`config.mk`:
```
export PLATFORM = sky130hd
export DESIGN_NAME = udp_ipv4_frame_checksum
export DESIGN_NICKNAME = d
export VERILOG_FILES = /design/src/hdl/udpck_pkg.sv /design/src/hdl/udp_ipv4_frame_checksum.sv /design/src/hdl/udpck_accum.sv /design/src/hdl/udpck_final.sv
export SDC_FILE = /design/constraint.sdc
export NUM_CORES = 1
export LEC_CHECK = 0
export ABC_AREA = 1
export BUFFER_PORTS_ARGS = -buffer_cell sky130_fd_sc_hd__buf_2
export CAP_MARGIN = 30
export CELL_PAD_IN_SITES_DETAIL_PLACEMENT = 0
export CELL_PAD_IN_SITES_GLOBAL_PLACEMENT = 1
export CORE_MARGIN = 2
export CORE_UTILIZATION = 42
export DETAILED_ROUTE_END_ITERATION = 16
export PLACE_DENSITY_LB_ADDON = 0.1
export SYNTH_ARGS = -nofsm -noshare
export SYNTH_HDL_FRONTEND = slang
export SYNTH_SLANG_ARGS = --single-unit
export TNS_END_PERCENT = 100
```
`constraint.sdc`:
```
create_clock -name clk -period 5 [get_ports clk]
set_input_delay 0.5 -clock clk [delete_from_list [all_inputs] [get_ports clk]]
set_output_delay 0.5 -clock clk [all_outputs]
set_load 0.005 [all_outputs]
```
`src/hdl/udpck_pkg.sv`:
```
`timescale 1ns / 1ps

package udpck_pkg;

  localparam int MAX_FRAME_BYTES = 2048;
  localparam int POS_W = $clog2(MAX_FRAME_BYTES + 1);

  localparam logic [POS_W-1:0] MAX_POS     = POS_W'(MAX_FRAME_BYTES);
  localparam logic [POS_W-1:0] ADDR_POS    = POS_W'(26);
  localparam logic [POS_W-1:0] ADDR_END    = POS_W'(37);
  localparam logic [POS_W-1:0] UDP_HDR_POS = POS_W'(34);
  localparam logic [POS_W-1:0] PAYLOAD_POS = POS_W'(42);

  localparam logic [15:0] PROTO_WORD = 16'h0011;

  typedef struct packed {
    logic [15:0] sum;
    logic [15:0] len2;
    logic        short_frame;
  } fin_t;

  function automatic logic [15:0] oc_add(input logic [15:0] a, input logic [15:0] b);
    logic [16:0] s;
    s = {1'b0, a} + {1'b0, b};
    return s[15:0] + {15'd0, s[16]};
  endfunction

endpackage

```
`src/hdl/udp_ipv4_frame_checksum.sv`:
```
`timescale 1ns / 1ps

// channel | ports                         | contents
// --------+-------------------------------+-------------------------------
// in      | in_tvalid/in_tready/in_tdata  | tdata[7:0] data_byte,
//         | in_tlast                      | tlast last_byte
// out     | out_tvalid/out_tready         | tdata[15:0] udp_checksum,
//         | out_tdata/out_tuser           | tuser short_frame
//
// One byte per cycle is taken unless stalled; results pass fin_r to the output register.
// The rate is set by the 16-bit end-around add on the running sum, at most one per byte.
// The final pseudo-header adds sit in their own stage before the output register.
// Synchronous active-low reset clears the valid flag of every stage and the frame state.
// A stalled output holds the result; input stalls only when a last byte meets full stages.

module udp_ipv4_frame_checksum (
  input  logic        clk,
  input  logic        rst_n,
  input  logic        in_tvalid,
  output logic        in_tready,
  input  logic [7:0]  in_tdata,   // [7:0] data_byte
  input  logic        in_tlast,
  output logic        out_tvalid,
  input  logic        out_tready,
  output logic [15:0] out_tdata,  // [15:0] udp_checksum
  output logic        out_tuser   // [0] short_frame
);

  logic            in_valid_r;
  logic [7:0]      in_data_r;
  logic            in_last_r;
  logic            go;
  logic            fin_ready;
  udpck_pkg::fin_t fin;

  assign go        = in_valid_r && (!in_last_r || fin_ready);
  assign in_tready = !in_valid_r || go;

  always_ff @(posedge clk) begin
    if (!rst_n) begin
      in_valid_r <= 1'b0;
    end else if (in_tready) begin
      in_valid_r <= in_tvalid;
    end
  end

  always_ff @(posedge clk) begin
    if (in_tready && in_tvalid) begin
      in_data_r <= in_tdata;
      in_last_r <= in_tlast;
    end
  end

  udpck_accum u_accum (
    .clk       (clk),
    .rst_n     (rst_n),
    .go        (go),
    .data_byte (in_data_r),
    .last_byte (in_last_r),
    .fin       (fin)
  );

  udpck_final u_final (
    .clk        (clk),
    .rst_n      (rst_n),
    .fin_valid  (go && in_last_r),
    .fin_in     (fin),
    .fin_ready  (fin_ready),
    .out_tvalid (out_tvalid),
    .out_tready (out_tready),
    .out_tdata  (out_tdata),
    .out_tuser  (out_tuser)
  );

  a_go_valid: assert property (@(posedge clk) disable iff (!rst_n)
    go |-> in_valid_r)
    else $error("byte processed without a held transfer");

endmodule

```
`src/hdl/udpck_accum.sv`:
```
`timescale 1ns / 1ps

module udpck_accum (
  input  logic                clk,
  input  logic                rst_n,
  input  logic                go,
  input  logic [7:0]          data_byte,
  input  logic                last_byte,
  output udpck_pkg::fin_t     fin
);

  logic [udpck_pkg::POS_W-1:0] pos_r;
  logic [udpck_pkg::POS_W-1:0] pos_nxt;
  logic [udpck_pkg::POS_W-1:0] len_w;
  logic [15:0]                 sum_r;
  logic [15:0]                 sum_nxt;
  logic [7:0]                  pend_r;
  logic [15:0]                 word;
  logic [15:0]                 len16;
  logic                        in_range;
  logic                        summed;
  logic                        odd;

  always_comb begin
    in_range = pos_r < udpck_pkg::MAX_POS;
    summed   = (pos_r >= udpck_pkg::ADDR_POS && pos_r <= udpck_pkg::ADDR_END) ||
               pos_r >= udpck_pkg::PAYLOAD_POS;
    odd      = pos_r[0];
    word     = odd ? {pend_r, data_byte} : {data_byte, 8'h00};
    sum_nxt  = (in_range && summed && (odd || last_byte)) ?
               udpck_pkg::oc_add(sum_r, word) : sum_r;
    pos_nxt  = in_range ? pos_r + 1'b1 : pos_r;
    len_w    = pos_nxt - udpck_pkg::UDP_HDR_POS;
    len16    = 16'(len_w);
    fin.sum         = sum_nxt;
    fin.len2        = {len16[14:0], len16[15]};
    fin.short_frame = pos_nxt < udpck_pkg::PAYLOAD_POS;
  end

  always_ff @(posedge clk) begin
    if (!rst_n) begin
      pos_r  <= '0;
      sum_r  <= '0;
      pend_r <= '0;
    end else if (go) begin
      if (last_byte) begin
        pos_r  <= '0;
        sum_r  <= '0;
        pend_r <= '0;
      end else begin
        pos_r <= pos_nxt;
        sum_r <= sum_nxt;
        if (in_range && summed && !odd) begin
          pend_r <= data_byte;
        end
      end
    end
  end

  a_pos_bound: assert property (@(posedge clk) disable iff (!rst_n)
    pos_r <= udpck_pkg::MAX_POS)
    else $error("byte counter beyond frame limit");

  a_frame_restart: assert property (@(posedge clk) disable iff (!rst_n)
    go && last_byte |=> pos_r == '0 && sum_r == '0)
    else $error("state not cleared after last byte");

endmodule

```
`src/hdl/udpck_final.sv`:
```
`timescale 1ns / 1ps

module udpck_final (
  input  logic            clk,
  input  logic            rst_n,
  input  logic            fin_valid,
  input  udpck_pkg::fin_t fin_in,
  output logic            fin_ready,
  output logic            out_tvalid,
  input  logic            out_tready,
  output logic [15:0]     out_tdata,
  output logic            out_tuser
);

  udpck_pkg::fin_t fin_r;
  logic            fin_valid_r;
  logic            out_valid_r;
  logic [15:0]     cks_r;
  logic            short_r;
  logic            out_open;
  logic [15:0]     s1;
  logic [15:0]     s2;
  logic [15:0]     cks_nxt;

  assign out_open  = !out_valid_r || out_tready;
  assign fin_ready = !fin_valid_r || out_open;

  always_comb begin
    s1      = udpck_pkg::oc_add(fin_r.sum, udpck_pkg::PROTO_WORD);
    s2      = udpck_pkg::oc_add(s1, fin_r.len2);
    cks_nxt = fin_r.short_frame ? 16'h0000 : ~s2;
  end

  always_ff @(posedge clk) begin
    if (!rst_n) begin
      fin_valid_r <= 1'b0;
      out_valid_r <= 1'b0;
    end else begin
      if (fin_ready) begin
        fin_valid_r <= fin_valid;
      end
      if (out_open) begin
        out_valid_r <= fin_valid_r;
      end
    end
  end

  always_ff @(posedge clk) begin
    if (fin_ready && fin_valid) begin
      fin_r <= fin_in;
    end
    if (out_open && fin_valid_r) begin
      cks_r   <= cks_nxt;
      short_r <= fin_r.short_frame;
    end
  end

  assign out_tvalid = out_valid_r;
  assign out_tdata  = cks_r;
  assign out_tuser  = short_r;

  a_no_overrun: assert property (@(posedge clk) disable iff (!rst_n)
    fin_valid |-> fin_ready)
    else $error("result offered to a full stage");

  a_short_zero: assert property (@(posedge clk) disable iff (!rst_n)
    out_tvalid && out_tuser |-> out_tdata == 16'h0000)
    else $error("short frame with nonzero checksum");

endmodule

```
After elaboration in Yosys (flattened, before gate mapping)
Cells that the tools add are included.
Operators by class
  $add $sub $neg: 8
  magnitude comparators: 5
  multiplexer cells: 7
  bitwise gates (word level): 1
  reductions and logical operators: 22
Operator list (number)
  $add 16x1->16: 3
  $mux 16: 3
  $mux 12: 2
  $add 16x13->17: 1
  $add 16x16->17: 1
  $add 16x5->17 const B: 1
  $mux 8: 2
  $not 16->16: 1
  $add 12x1->12 const B: 1
  $ge 12x5->1 const B: 1
  $ge 12x6->1 const B: 1
  $le 12x6->1 const B: 1
  $lt 12x12->1 const B: 1
  $lt 12x6->1 const B: 1
  $sub 12x6->12 const B: 1
  $logic_and 1x1->1: 9
  $logic_or 1x1->1: 6
  $logic_not 1->1: 5
  $reduce_and 2->1: 1
  $reduce_bool 2->1: 1
Storage, ports and cells
  register bits after elaboration: 94
  input bits: 13
  output and inout bits: 19
  word-level logic and storage cells: 56

Logic depth before layout (Yosys ltp)
  word-level depth: 7
  depth in mapped cells: 43

Modules after synthesis
A second synthesis with hierarchy kept.
Second synthesis, totals
  cell total of the unflattened synthesis: 1128
  area total of the unflattened synthesis: 7802.5 µm²
Modules (own cells, without submodules)
  udpck_final: instances 1, cells an instance 506, area each 3875.0 µm², sequential area each 1541.5 µm²
  udpck_accum: instances 1, cells an instance 602, area each 3583.4 µm², sequential area each 720.7 µm²
  udp_ipv4_frame_checksum: instances 1, cells an instance 20, area each 344.1 µm², sequential area each 290.3 µm²

Worst setup path after synthesis
No wires, ideal clock.
  path kind: reg-to-reg
  start point: register u_final.fin_r[17] (netlist name)
  end point: register u_final.cks_r[14], in the netlist u_final.out_tdata[14], data pin
  setup time: 264 ps
  data arrival time: 4961 ps
  required time: 4736 ps
  path slack: -225 ps
  stages on the path, launching flop included: 44
  period minus slack after synthesis: 5225 ps
  cell sequence: edfxtp_1 > ha_1 > nand3_1 > nand2_2 > nand3_1 > nor3b_1 > ha_1 > ha_1 > nor3b_2 > nand2_1 > nor2_2 > nand3_1 > nor2_1 > inv_1 > nand2_1 > inv_1 > ha_1 > nand2_1 > [... 8 more ...] > nand2_1 > nor2_1 > ha_1 > ha_1 > nand2_1 > nor2_1 > inv_1 > nor2_2 > nand3_1 > nor2_2 > inv_2 > nor2_4 > nand3_2 > nor2_1 > nand2_1 > nor2_2 > nand2_1 > nor3b_2
Between the ends
  longest elaborated chain between the ends: 5
Ends and longest elaborated chain
  from (decl): line udpck_final.sv:15  | udpck_pkg::fin_t fin_r;
  from (signal assigned): line udpck_final.sv:50  | fin_r <= fin_in;
  $add 16x5->17: line udpck_pkg.sv:24  | s = {1'b0, a} + {1'b0, b};
  $add 16x1->16: line udpck_pkg.sv:25  | return s[15:0] + {15'd0, s[16]};
  $add 16x13->17: line udpck_pkg.sv:24
  $add 16x1->16: line udpck_pkg.sv:25
  $not 16->16: line udpck_final.sv:31  | cks_nxt = fin_r.short_frame ? 16'h0000 : ~s2;
  to (signal assigned): line udpck_final.sv:53  | cks_r <= cks_nxt;
  to (decl): line udpck_final.sv:18  | logic [15:0] cks_r;
No other way between the ends.
A chain may end at the register's enable or synchronous reset.

Worst setup path after layout
  start point: register u_final.fin_r[18] (netlist name)
  end point: register u_final.cks_r[15], in the netlist u_final.out_tdata[15], data pin
Same word-level chain as after synthesis.

==> flow_summary.json <==
{
  "grt_pass1_wl_um": 30000,
  "timing.critical_path.buf_inv": 15,
  "p_leak_nw": 3.99,
  "grt_pass1_vias": 6212,
  "crit_fanout": 3,
  "startpoint_type": "flip-flop",
  "status": "complete, but fails checks",
  "antenna_found_initial": 0,
  "diodes": 0,
  "clockBufferDepth": 2,
  "slew_headroom": 0.391,
  "wire_per_inst_um": 13.2,
  "end_kind": "flip-flop",
  "period_needed_ns": 5.30,
  "min_from": "in_tdata[0]",
  "finalHoldViolations": 0,
  "peakVddDrop_v": 0.000163,
  "crit_start": "u_final.fin_r[18]$_DFFE_PP_",
  "insertion_delay_ns": 0.35,
  "crit_arrival_ns": 5.42,
  "num_vias": 6591,
  "preCtsSetupSlack_ns": -0.397,
  "grt_usage": 0.207,
  "setup_tns_ns": -0.728,
  "path_class": "reg2reg",
  "power_density_nw_per_um2": 182,
  "drc": 0,
  "final_nets": 1209,
  "syn_inst": 1029,
  "core_area_um2": 17100,
  "yosysSeqAreaShare": 0.335,
  "post-route-util": 0.519,
  "cp.required_ns": 5.12,
  "cap_violations": 0,
  "drt_iter0_markers": 278,
  "synth_seq_cells": 94,
  "timing.final.crit_share": 1.06,
  "crit_path_max_incr_delay_ns": 0.40,
  "dp_hpwl_um": 14300,
  "die_x_um": 135,
  "r2r-start": "u_final.fin_r[18]$_DFFE_PP_",
  "synthToLayoutAreaGrowth_pct": 22.5,
  "drive_above_1_share": 0.229,
  "fillers": 1709,
  "synthDistinctLibCells": 43,
  "synth_fp_nets": 1087,
  "setup_slack_ns": -0.298,
  "globalplace.congestion": 0.883,
  "synth_warnings": 0,
  "ios": 32,
  "violations": "negative setup slack",
  "power.total_mw": 1.62,
  "clkTransAtPathRegs_ns": 0.07,
  "layout_common_cells": "nand2_1 (332), inv_1 (121), buf_4 (94), a21oi_1 (71), nor2_1 (60)",
  "numCtsBuffers": 9,
  "drv_slew": 0,
  "rsz0062_at_grt": "true",
  "cts_tree": "done",
  "grt_overflow": 0,
  "cp_slowest_cell": "edfxtp_1",
  "htree_levels": 3,
  "clockRootBuffer": "clkbuf_16",
  "wl_um": 18200,
  "hold_path.class": "in2reg",
  "fp.dieArea_um2": 18300,
  "dr.pass1.iters": 5,
  "critPathTopFamily": "simple AND/OR/NAND/NOR gates",
  "postRouteAntennaNets": 0,
  "crit_top_cell": "buf_4",
  "worstMarginPinSlew_ns": 0.909,
  "cts.sinks": 94,
  "start_util": 0.424,
  "avgSynthCellArea_um2": 7.05,
  "timing.hold.ws_ns": 0.321,
  "via_per_inst": 4.77,
  "final_common_cell": "nand2_1",
  "placement.io_buffers": 31,
  "clock_skew_ns": 0.0118,
  "grt_start_max_net_pins": 33,
  "synth_area_um2": 7260,
  "row_count": 48,
  "fmax_mhz": 189,
  "finalSetupViolations": 5,
  "fp.dieH_um": 135
}
## state kept, by name, summed over array words and instances, names as in the netlist, 8 cells and up
signal             count
u_accum.pend_r         8
u_final.fin_r         29
u_final.out_tdata     16
in_data_r              8
u_accum.pos_r         12
u_accum.sum_r         16
## Yosys cell counts (all sizes together)
cell type | count | area, um^2
nand2 | 354 | 1370
inv | 137 | 514
nor2 | 90 | 405
nand3 | 76 | 415
a21oi | 71 | 355
edfxtp | 55 | 1650
ha | 43 | 538
dfxtp | 39 | 781
xor2 | 33 | 334
o21ai | 25 | 125
nand4 | 21 | 131
clkbuf | 15 | 56.3
nor3 | 15 | 123
xnor2 | 10 | 95.1
or2 | 9 | 56.3
a21boi | 7 | 52.6
nand3b | 5 | 41.3
nor3b | 3 | 32.5
o21bai | 3 | 22.5
a21o | 2 | 15.0
buf | 2 | 10.0
fa | 2 | 40.0
nor4 | 2 | 12.5
o211ai | 2 | 15.0
o21a | 2 | 15.0
o31ai | 2 | 15.0
a2111oi | 1 | 8.76
a31oi | 1 | 6.26
and2 | 1 | 6.26
o221ai | 1 | 8.76
## layout make-up
class / instances / area (um^2) / area share
clock buffers: 10 / 239 / 0.0269
clock inverters: 6 / 43.8 / 0.00493
inverters: 137 / 514 / 0.0579
multi-input cells: 781 / 4480 / 0.504
flip-flops and latches: 94 / 2430 / 0.274
well taps: 225 / 282 / 0.0317
repair buffers: 128 / 895 / 0.101
## metal layers
| metal | up-vias | global-route usage | part of all wire |
|---|---|---|---|
| li1 | 3567 | - | - |
| met1 | 2913 | 0.287 | 0.49 |
| met2 | 97 | 0.338 | 0.46 |
| met3 | 14 | 0.0325 | 0.032 |
| met4 | 0 | 0.0544 | 0.012 |
| met5 | - | 0 | 0 |
## power by group
part | internal (mW) | switching [mW] | leakage, nW | total (mW)
sequential | 0.825 | 0.00576 | 0.829 | 0.831
clock | 0.355 | 0.310 | 0.145 | 0.665
combinational | 0.0392 | 0.0820 | 3.02 | 0.121
## through the flow
step                      instances  cell area [um^2]
after detailed placement       1340              8240
final                          1381              8890
after global routing           1381              8890
after floorplan                1029              7330
after global placement         1340              8240
after CTS                      1377              8760
## cells by family (layout without fill, tap and decap cells)
group           count (synthesis)  after routing  share of synthesized area
xor+xnor                       43             43                     0.0591
fa+ha+maj                      45             45                     0.0797
flops                          94             94                      0.335
compound gates                117            117                     0.0881
simple gates                  576            576                      0.358
buf+inv                       154            281                     0.0800
## what timing repair did
| action | in CTS | in global routing |
|---|---|---|
| hold endpoints to repair | 0 | 0 |
| hold buffers | 0 | 0 |
| resized for setup | 16 | 23 |
| setup endpoints to repair | 7 | 11 |
| pin swaps | 28 | 38 |
| buffers inserted | 21 | 5 |
## path summary, 6_finish.rpt
check        slack, ns                                   to  cells after the start
max              -0.30  u_final.out_tdata[15]$_SDFFCE_PP0P_                     42
min               0.32               in_data_r[0]$_DFFE_PP_                      1
max reg2reg      -0.30  u_final.out_tdata[15]$_SDFFCE_PP0P_                     42
min reg2reg       0.46       u_accum.pend_r[1]$_SDFFE_PN0P_                      2
Power figures use the tool's default switching activity.
